File: src/design/assert_macros.svh
// Assertion macros used by the escaper top level.
`ifndef ASSERT_MACROS_SVH
`define ASSERT_MACROS_SVH
`ifndef SYNTHESIS
// Check prop on every rising edge of clk outside reset.
`define ASSERT_CLK(label, clk, rst, prop) \
  label: assert property (@(posedge clk) disable iff (rst) (prop)) \
    else $error("assertion failed");
// Check that cond never holds outside reset.
`define ASSERT_NEVER(label, clk, rst, cond) \
  `ASSERT_CLK(label, clk, rst, !(cond))
`else
`define ASSERT_CLK(label, clk, rst, prop)
`define ASSERT_NEVER(label, clk, rst, cond)
`endif
`endif

File: src/design/xce_pkg.sv
// Types, character constants and classification helpers for the XML escaper.
`timescale 1ns / 1ps
package xce_pkg;

  localparam int unsigned IdxW = 3;
  typedef logic [IdxW-1:0] run_idx_t;

  typedef enum logic [2:0] {
    CLS_PASS,
    CLS_LT,
    CLS_GT,
    CLS_AMP,
    CLS_QUOT,
    CLS_APOS,
    CLS_DEL,
    CLS_CTRL
  } esc_class_t;

  typedef struct packed {
    logic [7:0] ch;
    logic       last;
  } enc_out_t;

  localparam logic [7:0] CH_AMP   = 8'h26;
  localparam logic [7:0] CH_HASH  = 8'h23;
  localparam logic [7:0] CH_SEMI  = 8'h3B;
  localparam logic [7:0] CH_LT    = 8'h3C;
  localparam logic [7:0] CH_GT    = 8'h3E;
  localparam logic [7:0] CH_QUOT  = 8'h22;
  localparam logic [7:0] CH_APOS  = 8'h27;
  localparam logic [7:0] CH_DEL   = 8'h7F;
  localparam logic [7:0] CH_TAB   = 8'h09;
  localparam logic [7:0] CH_LF    = 8'h0A;
  localparam logic [7:0] CH_CR    = 8'h0D;
  localparam logic [7:0] CTRL_MAX = 8'h1F;
  localparam logic [7:0] CH_ZERO  = 8'h30;

  localparam run_idx_t MAX_LAST_IDX = 3'd5;

  function automatic esc_class_t classify(input logic [7:0] b);
    esc_class_t cls;
    cls = CLS_PASS;
    if (b == CH_LT) cls = CLS_LT;
    else if (b == CH_GT) cls = CLS_GT;
    else if (b == CH_AMP) cls = CLS_AMP;
    else if (b == CH_QUOT) cls = CLS_QUOT;
    else if (b == CH_APOS) cls = CLS_APOS;
    else if (b == CH_DEL) cls = CLS_DEL;
    else if (b <= CTRL_MAX && b != CH_TAB && b != CH_LF && b != CH_CR) cls = CLS_CTRL;
    return cls;
  endfunction

  function automatic run_idx_t last_index(input esc_class_t cls);
    run_idx_t idx;
    unique case (cls)
      CLS_PASS:                    idx = 3'd0;
      CLS_LT, CLS_GT:              idx = 3'd3;
      CLS_AMP, CLS_CTRL:           idx = 3'd4;
      CLS_QUOT, CLS_APOS, CLS_DEL: idx = 3'd5;
      default:                     idx = 3'd0;
    endcase
    return idx;
  endfunction

endpackage

File: src/design/xce_encode.sv
// Byte encoder: gives one byte of the escaped run for a held byte and position.
`timescale 1ns / 1ps
module xce_encode (
  input  logic [7:0]        text_byte,
  input  xce_pkg::run_idx_t idx,
  output xce_pkg::enc_out_t enc
);
  import xce_pkg::*;

  esc_class_t cls;
  logic [4:0] ctrl_val;
  logic [1:0] tens;
  logic [3:0] ones;
  logic [7:0] tens_ch;
  logic [7:0] ones_ch;

  assign cls      = classify(text_byte);
  assign ctrl_val = text_byte[4:0];

  // Two decimal digits for a control byte, 0..31.
  always_comb begin
    if (ctrl_val >= 5'd30) tens = 2'd3;
    else if (ctrl_val >= 5'd20) tens = 2'd2;
    else if (ctrl_val >= 5'd10) tens = 2'd1;
    else tens = 2'd0;
    case (tens)
      2'd3:    ones = 4'(ctrl_val - 5'd30);
      2'd2:    ones = 4'(ctrl_val - 5'd20);
      2'd1:    ones = 4'(ctrl_val - 5'd10);
      default: ones = 4'(ctrl_val);
    endcase
  end

  assign tens_ch = CH_ZERO + 8'(tens);
  assign ones_ch = CH_ZERO + 8'(ones);

  always_comb begin
    enc.last = (idx == last_index(cls));
    enc.ch   = CH_SEMI;
    unique case (cls)
      CLS_PASS: enc.ch = text_byte;
      CLS_LT: begin
        case (idx)
          3'd0:    enc.ch = CH_AMP;
          3'd1:    enc.ch = "l";
          3'd2:    enc.ch = "t";
          default: enc.ch = CH_SEMI;
        endcase
      end
      CLS_GT: begin
        case (idx)
          3'd0:    enc.ch = CH_AMP;
          3'd1:    enc.ch = "g";
          3'd2:    enc.ch = "t";
          default: enc.ch = CH_SEMI;
        endcase
      end
      CLS_AMP: begin
        case (idx)
          3'd0:    enc.ch = CH_AMP;
          3'd1:    enc.ch = "a";
          3'd2:    enc.ch = "m";
          3'd3:    enc.ch = "p";
          default: enc.ch = CH_SEMI;
        endcase
      end
      CLS_QUOT: begin
        case (idx)
          3'd0:    enc.ch = CH_AMP;
          3'd1:    enc.ch = "q";
          3'd2:    enc.ch = "u";
          3'd3:    enc.ch = "o";
          3'd4:    enc.ch = "t";
          default: enc.ch = CH_SEMI;
        endcase
      end
      CLS_APOS: begin
        case (idx)
          3'd0:    enc.ch = CH_AMP;
          3'd1:    enc.ch = "a";
          3'd2:    enc.ch = "p";
          3'd3:    enc.ch = "o";
          3'd4:    enc.ch = "s";
          default: enc.ch = CH_SEMI;
        endcase
      end
      CLS_DEL: begin
        case (idx)
          3'd0:    enc.ch = CH_AMP;
          3'd1:    enc.ch = CH_HASH;
          3'd2:    enc.ch = "1";
          3'd3:    enc.ch = "2";
          3'd4:    enc.ch = "7";
          default: enc.ch = CH_SEMI;
        endcase
      end
      CLS_CTRL: begin
        case (idx)
          3'd0:    enc.ch = CH_AMP;
          3'd1:    enc.ch = CH_HASH;
          3'd2:    enc.ch = tens_ch;
          3'd3:    enc.ch = ones_ch;
          default: enc.ch = CH_SEMI;
        endcase
      end
      default: enc.ch = text_byte;
    endcase
  end

endmodule

File: src/design/xml_character_escaper_top.sv
// Top level of the XML character escaper: input hold register, encoder, result register.
//
//   channel  | handshake              | payload
//   ---------+------------------------+--------------------
//   input    | start & !busy          | in_byte
//   result   | strobe (one cycle)     | out_byte, run_last
//
// Cycles: an item produces a run of 1 to 6 result bytes, one per cycle; the
// run length (1, 4, 5 or 6) is set by the held byte's class in the encoder.
// A plain byte is a run of one result byte, so a new item can be accepted every cycle.
// Path: an accepted byte goes through the hold register, the encoder and then the
// result register before its first result byte is on the ports.
// Reset: rst (synchronous) empties the hold register and drops strobe.
// Stalls: busy is high while the held item still has bytes after this one;
// the receiver cannot stall, so each result is shown for exactly one cycle.
`timescale 1ns / 1ps
`include "assert_macros.svh"
module xml_character_escaper_top (
  input  logic       clk,
  input  logic       rst,
  input  logic       start,
  input  logic [7:0] in_byte,
  output logic       busy,
  output logic [7:0] out_byte,
  output logic       run_last,
  output logic       strobe
);
  import xce_pkg::*;

  // Hold register: the item being expanded and its position in the run.
  logic       hold_valid;
  logic [7:0] hold_byte;
  run_idx_t   idx;
  run_idx_t   idx_next;
  enc_out_t   enc;
  logic       accept;

  xce_encode u_encode (
    .text_byte (hold_byte),
    .idx       (idx),
    .enc       (enc)
  );

  // Busy only while the held item has bytes left after the current one; on
  // the last byte of a run the next item can load in the same cycle.
  assign busy     = hold_valid && !enc.last;
  assign accept   = start && !busy;
  assign idx_next = idx + 3'd1;

  always_ff @(posedge clk) begin
    if (rst) begin
      hold_valid <= 1'b0;
      idx        <= '0;
    end else if (accept) begin
      // Load a fresh item and restart the run.
      hold_valid <= 1'b1;
      idx        <= '0;
    end else if (hold_valid && enc.last) begin
      // Run done and nothing new: drop the held item.
      hold_valid <= 1'b0;
      idx        <= '0;
    end else if (hold_valid) begin
      // Advance to the next byte of the run.
      idx <= idx_next;
    end
  end

  always_ff @(posedge clk) begin
    if (accept) begin
      hold_byte <= in_byte;
    end
  end

  // Result register: strobe marks one output byte per cycle.
  always_ff @(posedge clk) begin
    if (rst) begin
      strobe <= 1'b0;
    end else begin
      strobe <= hold_valid;
    end
  end

  always_ff @(posedge clk) begin
    out_byte <= enc.ch;
    run_last <= enc.last;
  end

  // A held item always yields a result on the next cycle.
  `ASSERT_CLK(a_accept_yields, clk, rst, hold_valid |=> strobe)
  // A run not yet finished continues on the very next cycle.
  `ASSERT_CLK(a_run_continues, clk, rst, (strobe && !run_last) |=> strobe)
  // The run position never passes the longest escape.
  `ASSERT_NEVER(a_idx_range, clk, rst, hold_valid && (idx > MAX_LAST_IDX))
  // Busy never rises without a held item.
  `ASSERT_NEVER(a_busy_needs_item, clk, rst, busy && !hold_valid)
  // An accepted item starts its run at the first byte.
  `ASSERT_CLK(a_new_run_first, clk, rst, accept |=> (idx == 3'd0))

endmodule
File: config.mk
export PLATFORM = sky130hd
export DESIGN_NAME = xml_character_escaper_top
export DESIGN_NICKNAME = d
export VERILOG_FILES = /design/src/design/xce_pkg.sv /design/src/design/xce_encode.sv /design/src/design/xml_character_escaper_top.sv
export VERILOG_INCLUDE_DIRS = /design/src /design/src/design
export SDC_FILE = /design/constraint.sdc
export NUM_CORES = 1
export LEC_CHECK = 0
export BUFFER_PORTS_ARGS = -buffer_cell sky130_fd_sc_hd__buf_4
export CORE_MARGIN = 4
export CORE_UTILIZATION = 50
export CTS_BUF_LIST = sky130_fd_sc_hd__clkbuf_8
export CTS_CLUSTER_SIZE = 10
export DETAILED_ROUTE_END_ITERATION = 10
export PLACE_DENSITY_LB_ADDON = 0.25
export SLEW_MARGIN = 20
export SYNTH_ARGS = -nofsm -noshare
export SYNTH_HDL_FRONTEND = slang
export SYNTH_HIERARCHICAL = 1
export SYNTH_SLANG_ARGS = --single-unit
File: constraint.sdc
create_clock -name clk -period 3.8 [get_ports clk]
set_input_delay 0.57 -clock clk [delete_from_list [all_inputs] [get_ports clk]]
set_output_delay 0.57 -clock clk [all_outputs]
set_load 0.01 [all_outputs]
== Yosys cells after proc, flatten, opt, wreduce, memory -nomap -nowiden ==
Memory sizes are Yosys's and may differ from the RTL's.
Cells that the tools add are included.

* Muxes and demuxes: 21
* Reduce and logical (&&, ||, !) cells: 12
* Equality and inequality tests: 24
* Order comparisons: 4
* Add/subtract/negate cells: 6

{| class="wikitable"
|+ Operators by type and width
! kind !! number
|-
| case mux 7 bit (5 select lines) || 2
|-
| case mux 8 bit (8 select lines) || 1
|-
| case mux 7 bit (3 select lines) || 2
|-
| == test 8 x 6 -> 1 bit, second input constant || 5
|-
| case mux 8 bit (4 select lines) || 1
|-
| case mux 7 bit (4 select lines) || 1
|-
| case mux 5 bit (5 select lines) || 1
|-
| inequality test 8 x 4 -> 1 bit, second input constant || 3
|-
| 2-to-1 mux 3 bit || 7
|-
| == test 3 bit, second input constant || 5
|-
| == test 3 x 2 -> 1 bit, second input constant || 4
|-
| case mux 4 bit (3 select lines) || 1
|-
| >= comparator 5 bit, second input constant || 2
|-
| == test 8 x 7 -> 1 bit, second input constant || 1
|-
| less-or-equal comparator 8 x 5 -> 1 bit, second input constant || 1
|-
| subtractor 4 bit, second input constant || 2
|-
| adder 6 x 2 -> 7 bit, first input constant || 1
|-
| adder 6 x 4 -> 7 bit, first input constant || 1
|-
| == test 3 x 1 -> 1 bit, second input constant || 2
|-
| logical AND 1 bit || 6
|-
| zero test 3 bit || 2
|-
| >= comparator 5 x 4 -> 1 bit, second input constant || 1
|-
| == test 2 bit, second input constant || 2
|-
| 2-to-1 mux 2 bit || 2
|-
| other kinds (8) || 11
|}

* Input port bits: 11
* Memories kept: 1
* Bits in registers: 22
* Memory bits (read-only): 24
* Output and inout bits: 11

{| class="wikitable"
|+ Memory list
! name !! words !! bits a word !! read ports !! clocked after Yosys merged registers in !! wr ports !! line !! text
|-
| (no name shown) || 8 || 3 || 1 || 0 || 0 || xce_pkg.sv:55 || <nowiki>unique case (cls)</nowiki>
|}

== Logic depth before layout (Yosys ltp) ==
Gate-level depths: netlist of the first run.
An unclocked memory read counts as a cell.

* Word-level depth: 18
* Mapped depth: 16

== Cells and area by module ==
Netlist of the first run, hierarchy kept.

{| class="wikitable"
|+ Modules (own cells, without submodules)
! module !! seq. area each (sq um) !! area each (sq um) !! cells an instance !! instances
|-
| xce_encode || 0.0 || 1067.3 || 169 || 1
|-
| xml_character_escaper_top || 520.5 || 646.9 || 37 || 1
|}

== Worst setup path after synthesis of the first run ==
OpenSTA, ideal clock, no wires.

* Kind: register to register
* From: reg hold_byte[2]
* To: reg hold_byte[0], enable pin
* Required time: 3427 ps
* Buffers on the path: 2
* Setup slack: 140 ps
* Arrival time: 3287 ps
* Cell stages (with the launch flop): 15
* Cell sequence: edfxtp_1 clkbuf_1 inv_1 ha_1 o211ai_1 o21ai_2 nand2_1 a31oi_1 inv_1 ha_1 buf_2 or3_1 a32oi_1 nor2b_1 nor2b_1

{| class="wikitable"
|+ RTL lines
! item !! line !! text
|-
| start: declaration || xml_character_escaper_top.sv:32 || <nowiki>logic [7:0] hold_byte;</nowiki>
|-
| start signal: assignment || xml_character_escaper_top.sv:70 || <nowiki>hold_byte <= in_byte;</nowiki>
|}

==> impl_results.md, run 1 <==
- Post-cts hold buffer count: 0
- Critical Path Sink Type: output port
- CTS tree: built
- DRT Pass-1 Iters: 4
- Final Hold Vio Count: 0
- Clk root buf: clkbuf_8
- Switching pwr: roughly 210 uW
- Register area share after synthesis: 30.4%
- PortBufs: 21
- Syn Inst Count: a little over 200
- Max Fanout on Critical Path: 7
- GRT Total Usage: a little under a fifth
- Top-area cell type share of the netlist area: 16.4%
- WS Path Type: flop to output port
- # IOs: 22
- Grt total ovfl: 0
- Cell family with most CP delay: compound AO/OA/AOI/OAI gates
- Reg area: roughly 520 sq um
- CTS H-tree lvls: 1
- Critical path arrival: approximately 3000 ps
- Clock Skews: between 2 and 2.5 ps
- Largest net degree at the start of global routing: 26
- Largest area contributor in the netlist: dfxtp_1
- Fin Setup TNS: 0 ps
- Status: finished, final reports clean
- Synth-to-Final Area Change: 17.0%
- Final Non-Filler Cells: 271
- Seq pwr share: between 40% and 50%
- DRT antenna net count: 0
- Nets@finish: 250
- Slowest CP cell: edfxtp_1
- Clk pwr share: between 30% and 40%
- Part of the cycle the worst path needs: between 90% and 100%
- Max cap viols: 0
- Peak VDD IR: between 0.0002 and 0.00025 V
- Post-Route WL: approximately 4.0 mm
- Syn nets: 228
- # rows: 20
- Critical path startpoint category: flop
- CTS Buf Count: 3
- CTS clk-pin slew, worst paths: around 80 ps
- Via count: approximately 1700
- Die H: approximately 67 um
- First-pass GRT wire length: roughly 6.5 mm
- Critical path cell sequence: inv_1, ha_1, o211ai_1, o21ai_2, nand2_1, a31oi_1, inv_1, ha_1, or3_1, a32oi_2, nor2b_1, buf_4
- Min Tclk post-route: roughly 3600 ps
- HP Class: input pin to flop
- DRC Markers: 0
- Avg Cell Area, Syn: roughly 8.3 sq um
- Antenna Cells: 0
- Post-synth EDFFs: 8
- Initial antenna violation count: 0
- Commonest cells in the netlist: o21ai_0, a21oi_1, nand2_1
- Main synth FF type: dfxtp_1
- Logic gate share of total power: between 20% and 30%
- HPWL after detailed placement: approximately 2.9 mm
- Yosys cell types: 58
- Worst-skew pair later-pin latency: 270 ps
- Layout fillers: around 280
- Endpoints failing setup: 0
- Ranking of synthesized cells by area: dfxtp_1, edfxtp_1, ha_1, o21ai_0, a21oi_1
- Worst-margin pin slew: ~730 ps
- Hold WS: between 400 and 500 ps
- Most frequent cell after synthesis: o21ai_0
- Chip width: around 67 um
- Max incr delay on CP: around 430 ps
- Buf/Inv on CP: 3
- CP required: between 3000 and 4000 ps
- Routed len/inst: 14.8 um
- Overall power: 719 uW
- Vias in the first global route: ~1500
- Core ar.: between 0.003 and 0.004 sq mm
- Synthesized area: around 0.0017 sq mm
- FFs w/ async S/R, synth: 0%
- Clock sink count: 22
- CTS Buffer Depth: 2
- Int Pwr: 509 uW
- Share of cells above drive strength 1: 20.7%
- Slew Limit Fails: 0
- Slew headroom: 50.9%
- Die area: 0.00443 sq mm
- Seq cells post-synth: 22
- Via-to-Cell Ratio: approximately 6
- Synth Warn #: 6
- Fmax: roughly 280 MHz
- RePlAce Congestion: ~0.94
- Initial Utilization: 54.4%
- Switch share: 29.3%
- Initial DRC Count: roughly 140
- Area occupied by multi-input gates: 0.00111 sq mm
- Pwr dens: between 300 and 400 mW/mm^2
- Placed Cells: around 270
- Cell leakage power: just under 0.8 nW
-- area by class of cell --
cell class | count | area share [%]
tap | 44 | 2.74
timing repair buffer | 28 | 10.5
sequential | 22 | 26.0
clock inverter | 1 | 1.50
multi-input combinational | 162 | 55.2
clock buffer | 3 | 2.06
inverter | 11 | 2.06
-- layer usage --
layer	wire (um)	global-route usage, %
met2	1950	31.9
met5	0	0
met4	58	5.08
met1	1760	23.4
met3	244	4.38
-- sequential cells by signal, summed over array words and instances (netlist names) --
register / count
run_last: 1
hold_valid: 1
strobe: 1
hold_byte: 8
idx: 3
out_byte: 8
-- what timing repair did --
action | in CTS | in global routing
setup endpoints to repair | 1 | 1
setup buffers | 1 | 1
pin swaps | 0 | 0
resized for setup | 0 | 1
-- kinds of logic after synthesis --
group / share of synthesized area (%)
AO/OA/AOI/OAI: 29.7
AND/OR/NAND/NOR: 22.8
buffers and inverters: 5.47
flip-flops: 30.4
adder cells (fa/ha/maj): 9.05
multiplexers: 2.04
XOR/XNOR: 0.511
-- layout by cell type, fill, tap and decap left out, types with 2 or more instances in the layout --
cell	n
o21ai_0	22
a21oi_1	19
nor2_1	16
a211oi_1	3
a21oi_2	2
nand2_1	18
edfxtp_1	8
mux2i_1	2
nor2b_1	6
ha_1	10
clkbuf_8	3
buf_4	28
dfxtp_1	14
inv_1	10
a31oi_1	6
nand4bb_1	2
or2_2	2
or3_1	4
or3b_1	4
nand3_1	4
nor3_1	2
nand2b_1	5
-- worst paths after layout --
check	from	to	slack (ps)	cells past startpoint
worst max-delay path	hold_byte[2]	busy	190	12
worst min-delay path	in_byte[6]	hold_byte[6]	470	1
worst max register to register	hold_byte[2]	out_byte[2]	570	13
worst min register to register	hold_byte[5]	out_byte[5]	550	1
-- metrics by stage --
stage                     cell area [sq um]  worst slack [ps]  utilization, %
after floorplan                        1710               140               -
after global placement                 1910               426            60.6
after detailed placement               1910               262            60.6
after CTS                              1990              97.3            63.1
after global routing                   2010             -8.12            63.6
final                                  2010               191            63.6
-- power groups by stage --
stage	combinational (mW)	sequential [mW]	clock [mW]
4_1_cts	0.197	0.295	0.227
3_3_place_gp	0.189	0.301	0
6_report	0.202	0.294	0.223
2_1_floorplan	0.122	0.302	0
3_5_place_dp	0.192	0.302	0
5_1_grt	0.223	0.298	0.242
Note: power is estimated with default switching activity, not from simulation.
==> inputs of run 2 (changes only) <==
--- a/config.mk
+++ b/config.mk
@@ -13,6 +13,7 @@
 export CTS_CLUSTER_SIZE = 10
 export DETAILED_ROUTE_END_ITERATION = 10
 export PLACE_DENSITY_LB_ADDON = 0.25
+export RECOVER_POWER = 100
 export SLEW_MARGIN = 20
 export SYNTH_ARGS = -nofsm -noshare
 export SYNTH_HDL_FRONTEND = slang
==> impl_results.md, run 2 (synthesized netlist as in run 1, its figures left out) <==
- CTS clk-pin slew, worst paths: around 90 ps
- Part of the cycle the worst path needs: between 90% and 100%
- Min Tclk post-route: about 3600 ps
- Area occupied by multi-input gates: 0.00111 sq mm
- Final Cell Area: ~0.0020 sq mm
- RePlAce Congestion: between 0.9 and 1
- DRT antenna net count: 0
- Final Hold Vio Count: 0
- DRT Pass-1 Iters: 4
- Post-Route WL: 4.00 mm
- Clock sink count: 22
- Placed Cells: between 200 and 300
- Die area: ~0.0044 sq mm
- Clk root buf: clkbuf_8
- CTS Buffer Depth: 2
- GRT Total Usage: 18.7%
- DRC Markers: 0
- Hold WS: about 480 ps
- Critical path arrival: just over 3000 ps
- Nets@finish: between 200 and 300
- Share of cells above drive strength 1: ~16%
- Pwr dens: between 300 and 400 mW/mm^2
- Peak VDD IR: approximately 0.00024 V
- Clock Skews: ~3.2 ps
- Fmax: 277 MHz
- First-pass GRT wire length: roughly 6.5 mm
- WS Path Type: flop to output port
- Via count: between 1500 and 2000
- Initial Utilization: 54.4%
- Slew headroom: between 50% and 60%
- Status: finished, final reports clean
- CP required: 3230 ps
- Slowest CP cell: edfxtp_1
- Post-cts hold buffer count: 0
- Hold path start: rst
- HP Class: input pin to flop
- Layout fillers: ~290
- Most common cell after layout, fill and taps aside: o21ai_0
- Max Fanout on Critical Path: 7
- # IOs: 22
- Launch point of the worst path: hold_byte[2]
- Max cap viols: 0
- Cell leakage power: 0.754 nW
- Final Non-Filler Cells: approximately 270
- HPWL after detailed placement: between 2 and 3 mm
- PortBufs: 21
- Largest regs: hold_byte (8), out_byte (8), idx (3)
- Chip width: 66.6 um
- Worst-margin pin slew: between 700 and 800 ps
- Max incr delay on CP: 430 ps
- Routed len/inst: about 15 um
- Critical path startpoint category: flop
- Via-to-Cell Ratio: 6.10
- Reg2Reg Launch Point: hold_byte[2]
- Antenna Cells: 0
- CTS tree: built
- Largest net degree at the start of global routing: 26
- CTS H-tree lvls: 1
- # rows: 20
- CTS Buf Count: 3
- Most frequent cells in the layout: o21ai_0, a21oi_1, nand2_1, nor2_1, dfxtp_1
- Reg area: about 520 sq um
- R2R setup slack: 580 ps
- Endpoints failing setup: 0
- Initial antenna violation count: 0
- Synth-to-Final Area Change: 14.8%
- Core ar.: between 0.003 and 0.004 sq mm
- Cell family with most CP delay: compound AO/OA/AOI/OAI gates
- Vias in the first global route: about 1500
- Die H: roughly 67 um
- Grt total ovfl: 0
- Worst-skew pair later-pin latency: approximately 270 ps
- Slew Limit Fails: 0
- Buf/Inv on CP: 3
- Critical Path Sink Type: output port
- Initial DRC Count: about 150
- Critical path cell sequence: inv_1, ha_1, o211ai_1, o21ai_2, nand2_1, a31oi_1, inv_1, ha_1, or3_1, a32oi_2, nor2b_1, buf_4
- Area of placed instances: between 0.0015 and 0.002 sq mm
-- run 2: cell types whose count changed in the layout (fill, tap and decap cells not counted) --
cell | before | now
clkbuf_1 | 0 | 10
buf_4 | 28 | 10
clkbuf_4 | 0 | 8
-- run 2: timing repair --
item / 4_1_cts / 5_1_grt
setup endpoints to repair: 1 / 1
resized for setup: 0 / 1
cloned: 0 / 0
setup buffers: 1 / 1
-- run 2: cell type report --
type / instances / area share, %
inverters: 11 / 2.10
flip-flops and latches: 22 / 26.4
clock inverters: 1 / 1.53
well taps: 44 / 2.80
clock buffers: 3 / 2.10
multi-input cells: 162 / 56.3
repair buffers: 28 / 8.77
-- run 2: where the power goes --
part | switching, mW | leakage, nW | total, mW | internal, mW
clock network | 0.0826 | 0.0357 | 0.223 | 0.141
logic | 0.107 | 0.525 | 0.187 | 0.0795
registers | 0.0199 | 0.194 | 0.293 | 0.273
total | 0.210 | 0.754 | 0.703 | 0.493
-- run 2: metrics by stage --
| step | total power, mW | worst slack, ps | util, % | TNS [ps] |
|---|---|---|---|---|
| 2_1_floorplan | 0.424 | 140 | - | 0 |
| 3_3_place_gp | 0.490 | 426 | 60.6 | 0 |
| 3_5_place_dp | 0.494 | 262 | 60.6 | 0 |
| 4_1_cts | 0.718 | 97.3 | 63.1 | 0 |
| 5_1_grt | 0.747 | -8.12 | 62.4 | -8.12 |
| 6_report | 0.703 | 192 | 62.4 | 0 |
-- run 2: worst paths after layout --
path,end,cells past startpoint
hold reg to reg,out_byte[5],1
hold / removal,idx[0],2
setup / recovery,busy,12
setup reg to reg,out_byte[2],13
-- run 2: routing by layer --
layer | vias up | share of wire (%) | track usage, %
li1 | 809 | - | -
met3 | 8 | 6.3 | 4.38
met2 | 72 | 48 | 31.9
met4 | 0 | 1.2 | 5.08
met5 | - | 0 | 0
met1 | 765 | 45 | 23.4
